[config.mk]
export PLATFORM = sky130hd
export DESIGN_NAME = sample_mean_stddev
export DESIGN_NICKNAME = d
export VERILOG_FILES = /design/src/hw/rtl/smsd_pkg.sv /design/src/hw/rtl/smsd_accum.sv /design/src/hw/rtl/smsd_finish.sv /design/src/hw/rtl/sample_mean_stddev.sv
export SDC_FILE = /design/constraint.sdc
export NUM_CORES = 2
export LEC_CHECK = 0
export BUFFER_PORTS_ARGS = -buffer_cell sky130_fd_sc_hd__buf_2
export CAP_MARGIN = 20
export CORE_ASPECT_RATIO = 1.2
export CORE_MARGIN = 3
export CORE_UTILIZATION = 60
export DETAILED_ROUTE_END_ITERATION = 7
export GPL_TIMING_DRIVEN = 0
export PLACE_DENSITY_LB_ADDON = 0.25
export SETUP_SLACK_MARGIN = 0.5
export SLEW_MARGIN = 15
export SYNTH_ARGS = -nofsm -noshare
export SYNTH_HDL_FRONTEND = slang
export SYNTH_SLANG_ARGS = --single-unit
export TNS_END_PERCENT = 20
[constraint.sdc]
create_clock -name aclk -period 10.3 [get_ports aclk]
set_clock_uncertainty 0.15 [all_clocks]
set_input_delay 0.515 -clock aclk [delete_from_list [all_inputs] [get_ports aclk]]
set_output_delay 0.515 -clock aclk [all_outputs]
set_load 0.05 [all_outputs]
[src/hw/rtl/smsd_pkg.sv]
`timescale 1ns / 1ps
// Shared widths, constants, state type and interface structs for the mean/stddev block.
package smsd_pkg;

    localparam int IN_BITS     = 24;
    localparam int SAMPLE_BITS = 24;
    localparam int MAX_DRAWS   = 65536;

    localparam int COUNT_BITS = 17;
    localparam int SUM_BITS   = 40;
    localparam int SQ_BITS    = 64;
    localparam int NUM_BITS   = 80;
    localparam int DEN_BITS   = 32;
    localparam int MEAN_BITS  = 24;
    localparam int SD_BITS    = 23;
    localparam int ROOT_BITS  = 2 * SD_BITS;
    localparam int CNT_BITS   = $clog2(NUM_BITS + 1);

    localparam logic [COUNT_BITS-1:0] MAX_COUNT = COUNT_BITS'(MAX_DRAWS);
    localparam logic [COUNT_BITS-1:0] MIN_COUNT = COUNT_BITS'(2);
    localparam logic [SD_BITS-1:0]    SD_MAX    = '1;

    typedef enum logic [3:0] {
        FS_IDLE,
        FS_MUL_NQ,
        FS_MUL_SS,
        FS_SUB,
        FS_DIV,
        FS_ROOT_CHK,
        FS_SQRT,
        FS_MEAN,
        FS_DONE
    } fin_state_t;

    typedef struct packed {
        logic                        start;
        logic signed [SUM_BITS-1:0]  sum;
        logic [SQ_BITS-1:0]          sumsq;
        logic [COUNT_BITS-1:0]       count;
    } row_t;

    typedef struct packed {
        logic                 valid;
        logic [MEAN_BITS-1:0] mean;
        logic [SD_BITS-1:0]   stddev;
        logic                 too_few;
    } result_t;

endpackage

[src/hw/rtl/smsd_accum.sv]
`timescale 1ns / 1ps
// Running sum, sum of squares and draw count, cleared when a row closes.
module smsd_accum (
    input  logic                          aclk,
    input  logic                          aresetn,
    input  logic                          draw_en,
    input  logic [smsd_pkg::IN_BITS-1:0]  sample,
    input  logic                          last,
    output smsd_pkg::row_t                row
);
    import smsd_pkg::*;

    logic signed [SUM_BITS-1:0]      sum_reg, sum_next, sum_upd;
    logic [SQ_BITS-1:0]              sq_reg, sq_next, sq_upd;
    logic [COUNT_BITS-1:0]           count_reg, count_next, count_upd;
    logic signed [SAMPLE_BITS-1:0]   samp_low;
    logic signed [2*SAMPLE_BITS-1:0] square;

    always_comb begin
        samp_low = sample[SAMPLE_BITS-1:0];
        square   = samp_low * samp_low;
        // Draws past the row limit are dropped but a flagged one still closes the row.
        if (count_reg < MAX_COUNT) begin
            sum_upd   = sum_reg + SUM_BITS'(samp_low);
            sq_upd    = sq_reg + SQ_BITS'(unsigned'(square));
            count_upd = count_reg + 1'b1;
        end else begin
            sum_upd   = sum_reg;
            sq_upd    = sq_reg;
            count_upd = count_reg;
        end

        row.start = draw_en && last;
        row.sum   = sum_upd;
        row.sumsq = sq_upd;
        row.count = count_upd;

        if (draw_en && last) begin
            sum_next   = '0;
            sq_next    = '0;
            count_next = '0;
        end else if (draw_en) begin
            sum_next   = sum_upd;
            sq_next    = sq_upd;
            count_next = count_upd;
        end else begin
            sum_next   = sum_reg;
            sq_next    = sq_reg;
            count_next = count_reg;
        end
    end

    always_ff @(posedge aclk) begin
        if (!aresetn) begin
            sum_reg   <= '0;
            sq_reg    <= '0;
            count_reg <= '0;
        end else begin
            sum_reg   <= sum_next;
            sq_reg    <= sq_next;
            count_reg <= count_next;
        end
    end

    a_count_limit: assert property (@(posedge aclk) disable iff (!aresetn)
        count_reg <= MAX_COUNT)
        else $error("draw count ran past the row limit");

endmodule

[src/hw/rtl/smsd_finish.sv]
`timescale 1ns / 1ps
// Row finisher: sequencer around one shared add/subtract unit for mean, variance and root.
module smsd_finish (
    input  logic              aclk,
    input  logic              aresetn,
    input  smsd_pkg::row_t    row,
    input  logic              take,
    output logic              idle,
    output smsd_pkg::result_t res
);
    import smsd_pkg::*;

    fin_state_t state_reg, state_next;

    logic [CNT_BITS-1:0]     cnt_reg;
    logic [NUM_BITS-1:0]     num_reg, work_reg, quo_reg;
    logic [DEN_BITS-1:0]     den_reg;
    logic [COUNT_BITS-1:0]   n_reg;
    logic [SQ_BITS-1:0]      sumsq_reg;
    logic [SUM_BITS-1:0]     smag_reg, row_mag;
    logic                    neg_reg, too_few_reg;
    logic [SD_BITS-1:0]      sd_reg;
    logic [2*COUNT_BITS-1:0] den_full;

    logic [NUM_BITS-1:0]     alu_a, alu_b, rem_next;
    logic                    alu_sub, borrow, last_iter, root_sat;
    logic [NUM_BITS:0]       alu_res;
    logic [MEAN_BITS-1:0]    q_mean;

    // Shared unit, the values derived from it, and the divisor and magnitude terms.
    assign alu_res   = alu_sub ? ({1'b0, alu_a} - {1'b0, alu_b})
                               : ({1'b0, alu_a} + {1'b0, alu_b});
    assign borrow    = alu_sub & alu_res[NUM_BITS];
    assign rem_next  = borrow ? alu_a : alu_res[NUM_BITS-1:0];
    assign last_iter = (cnt_reg == CNT_BITS'(1));
    assign root_sat  = |quo_reg[NUM_BITS-1:ROOT_BITS];
    assign den_full  = n_reg * (n_reg - 1'b1);
    assign row_mag   = row.sum[SUM_BITS-1] ? unsigned'(-row.sum) : unsigned'(row.sum);
    assign q_mean    = quo_reg[MEAN_BITS-1:0];

    always_comb begin
        state_next = state_reg;
        case (state_reg)
            FS_IDLE: begin
                if (row.start) begin
                    state_next = (row.count < MIN_COUNT) ? FS_DONE : FS_MUL_NQ;
                end
            end
            FS_MUL_NQ:   if (last_iter) state_next = FS_MUL_SS;
            FS_MUL_SS:   if (last_iter) state_next = FS_SUB;
            FS_SUB:      state_next = FS_DIV;
            FS_DIV:      if (last_iter) state_next = FS_ROOT_CHK;
            FS_ROOT_CHK: state_next = root_sat ? FS_MEAN : FS_SQRT;
            FS_SQRT:     if (last_iter) state_next = FS_MEAN;
            FS_MEAN:     if (last_iter) state_next = FS_DONE;
            FS_DONE:     if (take) state_next = FS_IDLE;
            default:     state_next = FS_IDLE;
        endcase
    end

    always_comb begin
        alu_a   = '0;
        alu_b   = '0;
        alu_sub = 1'b1;
        case (state_reg)
            FS_MUL_NQ: begin
                alu_a   = {work_reg[NUM_BITS-2:0], 1'b0};
                alu_b   = quo_reg[COUNT_BITS-1] ? NUM_BITS'(sumsq_reg) : '0;
                alu_sub = 1'b0;
            end
            FS_MUL_SS: begin
                alu_a   = {work_reg[NUM_BITS-2:0], 1'b0};
                alu_b   = quo_reg[SUM_BITS-1] ? NUM_BITS'(smag_reg) : '0;
                alu_sub = 1'b0;
            end
            FS_SUB: begin
                alu_a = num_reg;
                alu_b = work_reg;
            end
            FS_DIV: begin
                alu_a = NUM_BITS'({work_reg[DEN_BITS-1:0], num_reg[NUM_BITS-1]});
                alu_b = NUM_BITS'(den_reg);
            end
            FS_SQRT: begin
                alu_a = {work_reg[NUM_BITS-3:0], num_reg[ROOT_BITS-1 -: 2]};
                alu_b = NUM_BITS'({quo_reg[SD_BITS-1:0], 2'b01});
            end
            FS_MEAN: begin
                alu_a = NUM_BITS'({work_reg[COUNT_BITS-1:0], num_reg[SUM_BITS-1]});
                alu_b = NUM_BITS'(n_reg);
            end
            default: ;
        endcase

        idle          = (state_reg == FS_IDLE);
        res.valid     = (state_reg == FS_DONE);
        res.too_few   = too_few_reg;
        res.mean      = too_few_reg ? '0 : (neg_reg ? (~q_mean + 1'b1) : q_mean);
        res.stddev    = too_few_reg ? '0 : sd_reg;
    end

    always_ff @(posedge aclk) begin
        if (!aresetn) begin
            state_reg <= FS_IDLE;
        end else begin
            state_reg <= state_next;
        end
    end

    always_ff @(posedge aclk) begin
        case (state_reg)
            FS_IDLE: begin
                if (row.start) begin
                    n_reg       <= row.count;
                    sumsq_reg   <= row.sumsq;
                    smag_reg    <= row_mag;
                    neg_reg     <= row.sum[SUM_BITS-1];
                    too_few_reg <= (row.count < MIN_COUNT);
                    work_reg    <= '0;
                    quo_reg     <= NUM_BITS'(row.count);
                    cnt_reg     <= CNT_BITS'(COUNT_BITS);
                end
            end
            FS_MUL_NQ: begin
                den_reg  <= den_full[DEN_BITS-1:0];
                work_reg <= alu_res[NUM_BITS-1:0];
                quo_reg  <= {quo_reg[NUM_BITS-2:0], 1'b0};
                cnt_reg  <= cnt_reg - 1'b1;
                if (last_iter) begin
                    num_reg  <= alu_res[NUM_BITS-1:0];
                    work_reg <= '0;
                    quo_reg  <= NUM_BITS'(smag_reg);
                    cnt_reg  <= CNT_BITS'(SUM_BITS);
                end
            end
            FS_MUL_SS: begin
                work_reg <= alu_res[NUM_BITS-1:0];
                quo_reg  <= {quo_reg[NUM_BITS-2:0], 1'b0};
                cnt_reg  <= cnt_reg - 1'b1;
                if (last_iter) begin
                    quo_reg <= '0;
                    cnt_reg <= CNT_BITS'(NUM_BITS);
                end
            end
            FS_SUB: begin
                num_reg  <= borrow ? '0 : alu_res[NUM_BITS-1:0];
                work_reg <= '0;
                quo_reg  <= '0;
            end
            FS_DIV: begin
                num_reg  <= {num_reg[NUM_BITS-2:0], 1'b0};
                work_reg <= rem_next;
                quo_reg  <= {quo_reg[NUM_BITS-2:0], ~borrow};
                cnt_reg  <= cnt_reg - 1'b1;
            end
            FS_ROOT_CHK: begin
                work_reg <= '0;
                quo_reg  <= '0;
                if (root_sat) begin
                    sd_reg  <= SD_MAX;
                    num_reg <= NUM_BITS'(smag_reg);
                    cnt_reg <= CNT_BITS'(SUM_BITS);
                end else begin
                    num_reg <= NUM_BITS'(quo_reg[ROOT_BITS-1:0]);
                    cnt_reg <= CNT_BITS'(SD_BITS);
                end
            end
            FS_SQRT: begin
                num_reg  <= {num_reg[NUM_BITS-3:0], 2'b00};
                work_reg <= rem_next;
                quo_reg  <= {quo_reg[NUM_BITS-2:0], ~borrow};
                cnt_reg  <= cnt_reg - 1'b1;
                if (last_iter) begin
                    sd_reg   <= {quo_reg[SD_BITS-2:0], ~borrow};
                    num_reg  <= NUM_BITS'(smag_reg);
                    work_reg <= '0;
                    quo_reg  <= '0;
                    cnt_reg  <= CNT_BITS'(SUM_BITS);
                end
            end
            FS_MEAN: begin
                num_reg  <= {num_reg[NUM_BITS-2:0], 1'b0};
                work_reg <= rem_next;
                quo_reg  <= {quo_reg[NUM_BITS-2:0], ~borrow};
                cnt_reg  <= cnt_reg - 1'b1;
            end
            default: ;
        endcase
    end

    a_start_idle: assert property (@(posedge aclk) disable iff (!aresetn)
        row.start |-> (state_reg == FS_IDLE))
        else $error("row closed while the finisher was busy");

    a_div_rem: assert property (@(posedge aclk) disable iff (!aresetn)
        (state_reg == FS_DIV) |-> (work_reg < NUM_BITS'(den_reg)))
        else $error("variance divide remainder not below divisor");

    a_root_rem: assert property (@(posedge aclk) disable iff (!aresetn)
        (state_reg == FS_SQRT) |-> (work_reg <= {quo_reg[NUM_BITS-2:0], 1'b0}))
        else $error("root remainder above twice the partial root");

    a_mean_rem: assert property (@(posedge aclk) disable iff (!aresetn)
        (state_reg == FS_MEAN) |-> (work_reg < NUM_BITS'(n_reg)))
        else $error("mean divide remainder not below draw count");

endmodule

[src/hw/rtl/sample_mean_stddev.sv]
`timescale 1ns / 1ps
// Top level of the streaming sample mean and standard deviation block.
//
// The block takes signed Q8.16 draws on the s_ channel, the last draw of a row
// marked by s_last, and keeps an exact running sum, sum of squares and count.
// Draws that do not close a row are taken one per clock while the finisher is
// idle. When the flagged draw is taken, the row's totals are handed to a
// finisher that runs the final arithmetic through one shared 80-bit add/subtract
// unit, the divisor n*(n-1) coming from a separate multiplier: a shift-add
// multiply of count by sum of squares, a shift-add square of the sum, one
// subtract, a restoring divide by n*(n-1), a range check, a bit-pair square root
// (skipped when the result saturates) and a restoring divide for the mean. A row
// that held fewer than two draws skips the arithmetic. While the finisher runs,
// and until its result moves into the output register, s_ready is low. The
// result then sits in an output register on the m_ channel; new draws are taken
// while it waits to be consumed. The mean is truncated toward zero, the standard
// deviation is the truncated root and saturates at its largest value, and a row
// with fewer than two draws gives zeros with m_too_few set. Draws past the row
// limit of 65536 are ignored, but a flagged one still closes the row.
module sample_mean_stddev (
    input  logic                            aclk,
    input  logic                            aresetn,
    input  logic                            s_valid,
    output logic                            s_ready,
    input  logic [smsd_pkg::IN_BITS-1:0]    s_sample,
    input  logic                            s_last,
    output logic                            m_valid,
    input  logic                            m_ready,
    output logic [smsd_pkg::MEAN_BITS-1:0]  m_mean,
    output logic [smsd_pkg::SD_BITS-1:0]    m_stddev,
    output logic                            m_too_few
);
    import smsd_pkg::*;

    row_t                 row;
    result_t              res;
    logic                 fin_idle;
    logic                 draw_en;
    logic                 take;
    logic                 m_valid_reg, m_valid_next;
    logic [MEAN_BITS-1:0] m_mean_reg;
    logic [SD_BITS-1:0]   m_stddev_reg;
    logic                 m_too_few_reg;

    // Draws are accepted whenever the finisher is free; a finished row blocks
    // input until its result moves into the output register.
    assign s_ready = fin_idle;
    assign draw_en = s_valid && s_ready;

    smsd_accum u_accum (
        .aclk    (aclk),
        .aresetn (aresetn),
        .draw_en (draw_en),
        .sample  (s_sample),
        .last    (s_last),
        .row     (row)
    );

    smsd_finish u_finish (
        .aclk    (aclk),
        .aresetn (aresetn),
        .row     (row),
        .take    (take),
        .idle    (fin_idle),
        .res     (res)
    );

    // The output register loads the finished result when it is empty or being
    // drained in the same cycle.
    assign take         = res.valid && (!m_valid_reg || m_ready);
    assign m_valid_next = take || (m_valid_reg && !m_ready);

    always_ff @(posedge aclk) begin
        if (!aresetn) begin
            m_valid_reg <= 1'b0;
        end else begin
            m_valid_reg <= m_valid_next;
        end
    end

    always_ff @(posedge aclk) begin
        if (take) begin
            m_mean_reg    <= res.mean;
            m_stddev_reg  <= res.stddev;
            m_too_few_reg <= res.too_few;
        end
    end

    assign m_valid   = m_valid_reg;
    assign m_mean    = m_mean_reg;
    assign m_stddev  = m_stddev_reg;
    assign m_too_few = m_too_few_reg;

    a_close_blocks: assert property (@(posedge aclk) disable iff (!aresetn)
        (s_valid && s_ready && s_last) |=> !s_ready)
        else $error("input still ready right after a row closed");

endmodule
After elaboration in Yosys (flattened, before gate mapping)
Cells that the tools add are included.

storage, ports and cells
  register bits after elaboration = 599
  input port bits = 29
  output and inout port bits = 50
  logic and storage cells = 123

cells by class
  add/sub/neg operators = 9
  $mul = 2
  order comparisons = 2
  equal/unequal tests = 17
  muxes and demuxes = 44
  bitwise gates (word level) = 4
  reduce and logical (&&, ||, !) cells = 25

operator list
  kind                   count
  $pmux 80 s6            3
  $mux 80                11
  $pmux 80 s5            2
  $mux 64                2
  $add 80x80->81         1
  $mux 81                1
  $sub 80x80->81         1
  $mux 40                2
  $add 64x48->64         1
  $mul 24x24->48         1
  $mux 23                2
  $mux 46                1
  $pmux 23 s2            1
  $add 40x24->40         1
  $neg 40->40            1
  $mux 39                1
  $pmux 4 s9             1
  $pmux 7 s5             1
  $mul 17x34->32         1
  $reduce_or 34->1       1
  $mux 4                 8
  $add 24x1->24 const B  1
  $mux 24                1
  $not 24->24            1
  other kinds (28)       56

Logic depth before layout (Yosys ltp)
  depth in word-level cells = 9
  gate-level depth with buffers = 43
  mapped depth without buffers = 40

Cells and area by module
From an unflattened synthesis, not the netlist that was laid out.

second synthesis, totals
  cell total of the unflattened synthesis = 7642
  area, all modules = 70548.9 µm²

modules (own cells, without submodules)
  module              instances  cells each  area each (µm²)  seq. area each (µm²)
  smsd_finish         1          4072        38939.8          12812.3
  smsd_accum          1          3517        30113.9          2422.3
  sample_mean_stddev  1          53          1495.2           1461.4

Worst setup path after synthesis
Ideal clock, no wire load.

  kind = flip-flop to flip-flop
  start point = register u_finish.state_reg[0]
  end point = register u_finish.state_reg[0]
  setup time = 59 ps
  data arrival time = 11626 ps
  data required time = 10091 ps
  path slack = -1535 ps
  cell stages (with the launch flop) = 12
  buffers on the path = 4
  period minus slack after synthesis = 11835 ps
  cell sequence = dfxtp_1 > buf_2 > buf_4 > buf_2 > nor4_1 > and2_0 > clkbuf_1 > nand2_1 > a21oi_1 > nand2_1 > o21ai_0 > and2_1

between the ends
  cells in the longest elaborated chain, start to end = 5
  elaborated cells between the ends (all ways) = 21
  those cells by class = 15 x eq/ne; 1 x mux; 5 x reduce/logical

RTL lines
  item                        RTL line                  RTL
  from (decl)                 smsd_finish.sv:13         fin_state_t state_reg, state_next;
  from (signal assigned)      smsd_finish.sv:106        state_reg <= state_next;
  $logic_not 4->1 (*)         smsd_finish.sv:95         idle = (state_reg == FS_IDLE);
  net s_ready                 sample_mean_stddev.sv:24  output logic s_ready,
  $logic_and 1x1->1           sample_mean_stddev.sv:48  assign draw_en = s_valid && s_ready;
  $logic_and 1x1->1           smsd_accum.sv:33          row.start = draw_en && last;
  $ne 2x1->1 (no line)        n/a
  $reduce_and 7->1 (no line)  n/a

Mark *: on every way through the listed nets, which the timed path passes. The rest lies on a longest branch.
A chain may end at the register's enable or synchronous reset.

Worst setup path in the final report
  start point = register u_finish.state_reg[1]
  end point = register u_finish.work_reg[75] (data pin)

between the ends
  cells in the longest elaborated chain, start to end = 9
  elaborated cells between the ends (all ways) = 22
  those cells by class = 2 x add/sub; 7 x eq/ne; 8 x mux; 1 x bitwise; 4 x reduce/logical

RTL lines
  item                                                     RTL line                               RTL
  $eq 4x1->1 / $eq 4x2->1 (equally long branches)          smsd_finish.sv:65, smsd_finish.sv:111
  $reduce_or 2->1 (no line)                                n/a
  $pmux 80 s5                                              smsd_finish.sv:65                      case (state_reg)
  $sub 80x80->81 / $add 80x80->81 (equally long branches)  smsd_finish.sv:31, smsd_finish.sv:32
  $mux 81                                                  smsd_finish.sv:31                      assign alu_res = alu_sub ? ({1'b0, alu_a} - {1'b0, alu_b})
  $and 1x1->1                                              smsd_finish.sv:33                      assign borrow = alu_sub & alu_res[NUM_BITS];
  $mux 80                                                  smsd_finish.sv:34                      assign rem_next = borrow ? alu_a : alu_res[NUM_BITS-1:0];
  $mux 80                                                  smsd_finish.sv:173                     if (last_iter) begin
  $pmux 80 s6 (*)                                          smsd_finish.sv:111                     case (state_reg)
  to (signal assigned)                                     smsd_finish.sv:126                     work_reg <= alu_res[NUM_BITS-1:0];
  to (signal assigned)                                     smsd_finish.sv:170                     work_reg <= rem_next;
  to (signal assigned)                                     smsd_finish.sv:183                     work_reg <= rem_next;
  to (decl)                                                smsd_finish.sv:16                      logic [NUM_BITS-1:0] num_reg, work_reg, quo_reg;

Every way passes the cells marked *; elsewhere a longest branch is shown, timed or not.

==> impl_metrics.yaml <==
die:
  io_pins: 79
  die_area_sq_um: 123000
  width_of_the_die_microns: 320
  initial_utilization: 0.609
  rows: 137
  fp.coreArea_sq_um: 117000
  die_height_microns: 383
clock_tree:
  clock_latency_ps: 700
  cts-hold-fix-buffers: 0
  cts_buffers: 59
  cts.reportedPaths.clkPinSlew_ps: 70
  ctsLongestPathBuffers: 3
  clock_tree.htree_level_count: 2
  clock-root-buffer: "clkbuf_16"
  cts_tree: "done"
  cts.sinks: 598
logic_synthesis:
  synth.yosys.warnings: 0
  synth_ff_type: "edfxtp_1"
  yosysUniqueCellTypes: 96
  synth_edf_count: 472
  synth.yosys.seq_area_share: 0.235
  synth.cell_area_sq_um: 71100
  synth_area_per_cell_sq_um: 9.25
  postSynth.asyncResetShare: 0
  netlist_instances: 7693
  synth-seq-cells: 598
timing:
  rsz0062_at_grt: "yes"
  fin_tns_setup_ps: 0
  final_min_period_over_clock_period: 0.958
  max_clock_freq_mhz: 101
  worstMarginPinSlew_ps: 1150
  setup-violations-final: 0
  timing_hold_violations_final: 0
  finalCriticalPeriod_ps: 9870
  report.final.slew_viol_count: 0
  slew_headroom: 0.236
  hold_slack_ps: 101
worst_hold_path:
  worstHoldStart: "aresetn"
  hp-class: "primary input to register"
status:
  result_of_the_run: "finished, violations left"
  violations_in_the_final_reports: "DRC"
route:
  pre_repair_dr_iteration_count: 8
  post_drt_via_cell_ratio: 6.32
  dr.first_iter.drc_count: 6555
  routed_wire_length_per_instance_microns: 25.8
  residual_drc_count: 2
  detail_route.wirelength_mm: 245
  detail-route-antenna-nets: 0
  vias: 60000
worst_setup_path:
  crit_end_element: "register"
  timing_worst_setup_path_type: "register to register"
  regToRegSetupSlack_ps: 430
  cp_data_required_time_ps: 10680
  reg2reg_depth: 26
  cpMaxStageDelayCell: "nor4bb_2"
  critical_path.max_stage_delay_ps: 610
  worstPathMaxFanout: 10
  critical_path.startpoint: "u_finish.state_reg[1]"
  timing.critical_path.to: "u_finish.work_reg[75]"
  end_of_the_worst_register_to_register_path: "u_finish.work_reg[75]"
  cp-start-kind: "register"
  arrival_ps: 10240
  worst_r2r_startpoint: "u_finish.state_reg[1]"
placement:
  dp.final_hpwl_mm: 199
  placement.io_buffers: 78
  globalplace.congestion: 1.03
global_route:
  grt_start_max_net_pins: 83
  globalRouteTotalUtil: 0.399
  vias_in_the_first_global_route: 61200
  remaining_overflow_grt: 0
  grt_pass1_wl_mm: 371
  antenna_found_initial: 4
layout:
  layout-drive-gt1-share: 0.0677
  fin_nets: 9203
  layout_commonest_cell: "inv_1"
  final_cell_mix: "1116 x inv_1, 845 x fa_1, 700 x nand2_1"
  area_growth_pct: 8.41
flow_run:
  max_cap_violation_count: 0
-- routing by layer --
layer / part of all wire / up-vias / wire length [microns] / track usage
met4: 0.080 / 2 / 19500 / 0.249
met2: 0.46 / 3296 / 113000 / 0.652
met3: 0.091 / 892 / 22400 / 0.0666
met5: 0.000041 / - / 10 / 0
met1: 0.37 / 29400 / 90300 / 0.497
li1: - / 26400 / - / -
-- cell type report --
cell class	count	area, sq um
buffer	403	1930
tap	1529	1910
antenna	5	12.5
timing repair buffer	128	1090
clock buffer	61	1510
clock inverter	51	523
inverter	1129	4270
multi-input combinational	5596	49200
fill	9732	39800
sequential	598	16700
-- critical path, delay by kind of cell, from the launching register on --
kind                       cells  cell delay (ps)
muxes                          1              340
AOI/OAI and AO/OA             10             3230
DFF                            1              500
adders and majority gates      2              810
buffers and inverters          9             3190
and+or+nand+nor                4             1430
-- timing repair --
item | CTS | global route
setup buffers | 12 | 13
gates resized for setup | 139 | 159
hold endpoints to repair | 0 | 0
setup endpoints to repair | 246 | 225
pin swaps | 6 | 15
-- Yosys cell counts, drive strengths merged (143+ instances only) --
| cell type | count | area, sq um |
|---|---|---|
| clkbuf | 343 | 1290 |
| nand2 | 701 | 2630 |
| inv | 1128 | 4230 |
| nor2 | 423 | 1590 |
| a22oi | 155 | 1160 |
| nand2b | 236 | 1480 |
| fa | 850 | 17000 |
| a21o | 144 | 1080 |
| ha | 409 | 5120 |
| and2 | 143 | 895 |
| xor2 | 170 | 1490 |
| edfxtp | 472 | 14200 |
| xnor2 | 282 | 2470 |
| a21oi | 390 | 1990 |
| o21ai | 318 | 1590 |
-- worst min path at each step --
stage                                  to  cells after the start
floorplan                       m_too_few                      0
global placement        u_accum.sq_reg[0]                      2
detailed placement     u_accum.sq_reg[11]                      2
CTS                 u_finish.state_reg[3]                      2
global route        u_finish.state_reg[3]                      2
finish              u_finish.state_reg[3]                      2
-- cell families after synthesis --
family,Yosys count,synth area share
AND/OR/NAND/NOR,2095,0.144
multiplexers,126,0.0185
XOR/XNOR,452,0.0556
adder cells (fa/ha/maj),1259,0.311
flip-flops,598,0.235
buffers and inverters,1532,0.0822
AO/OA/AOI/OAI,1629,0.154
other,2,0.000106
-- through the flow --
step                      std cells  instance area [sq um]  setup slack [ps]  utilization
final                          9500                  77100               433        0.660
after global routing           9495                  77100               318        0.660
after CTS                      9478                  76600               474        0.655
after detailed placement       9354                  74100             -2310        0.634
after global placement         9333                  73600             -2240        0.629
after floorplan                7726                  71300               126            -
Power is not shown: default switching activity piles up to over one toggle a cycle in this logic, so the estimate is an artifact.
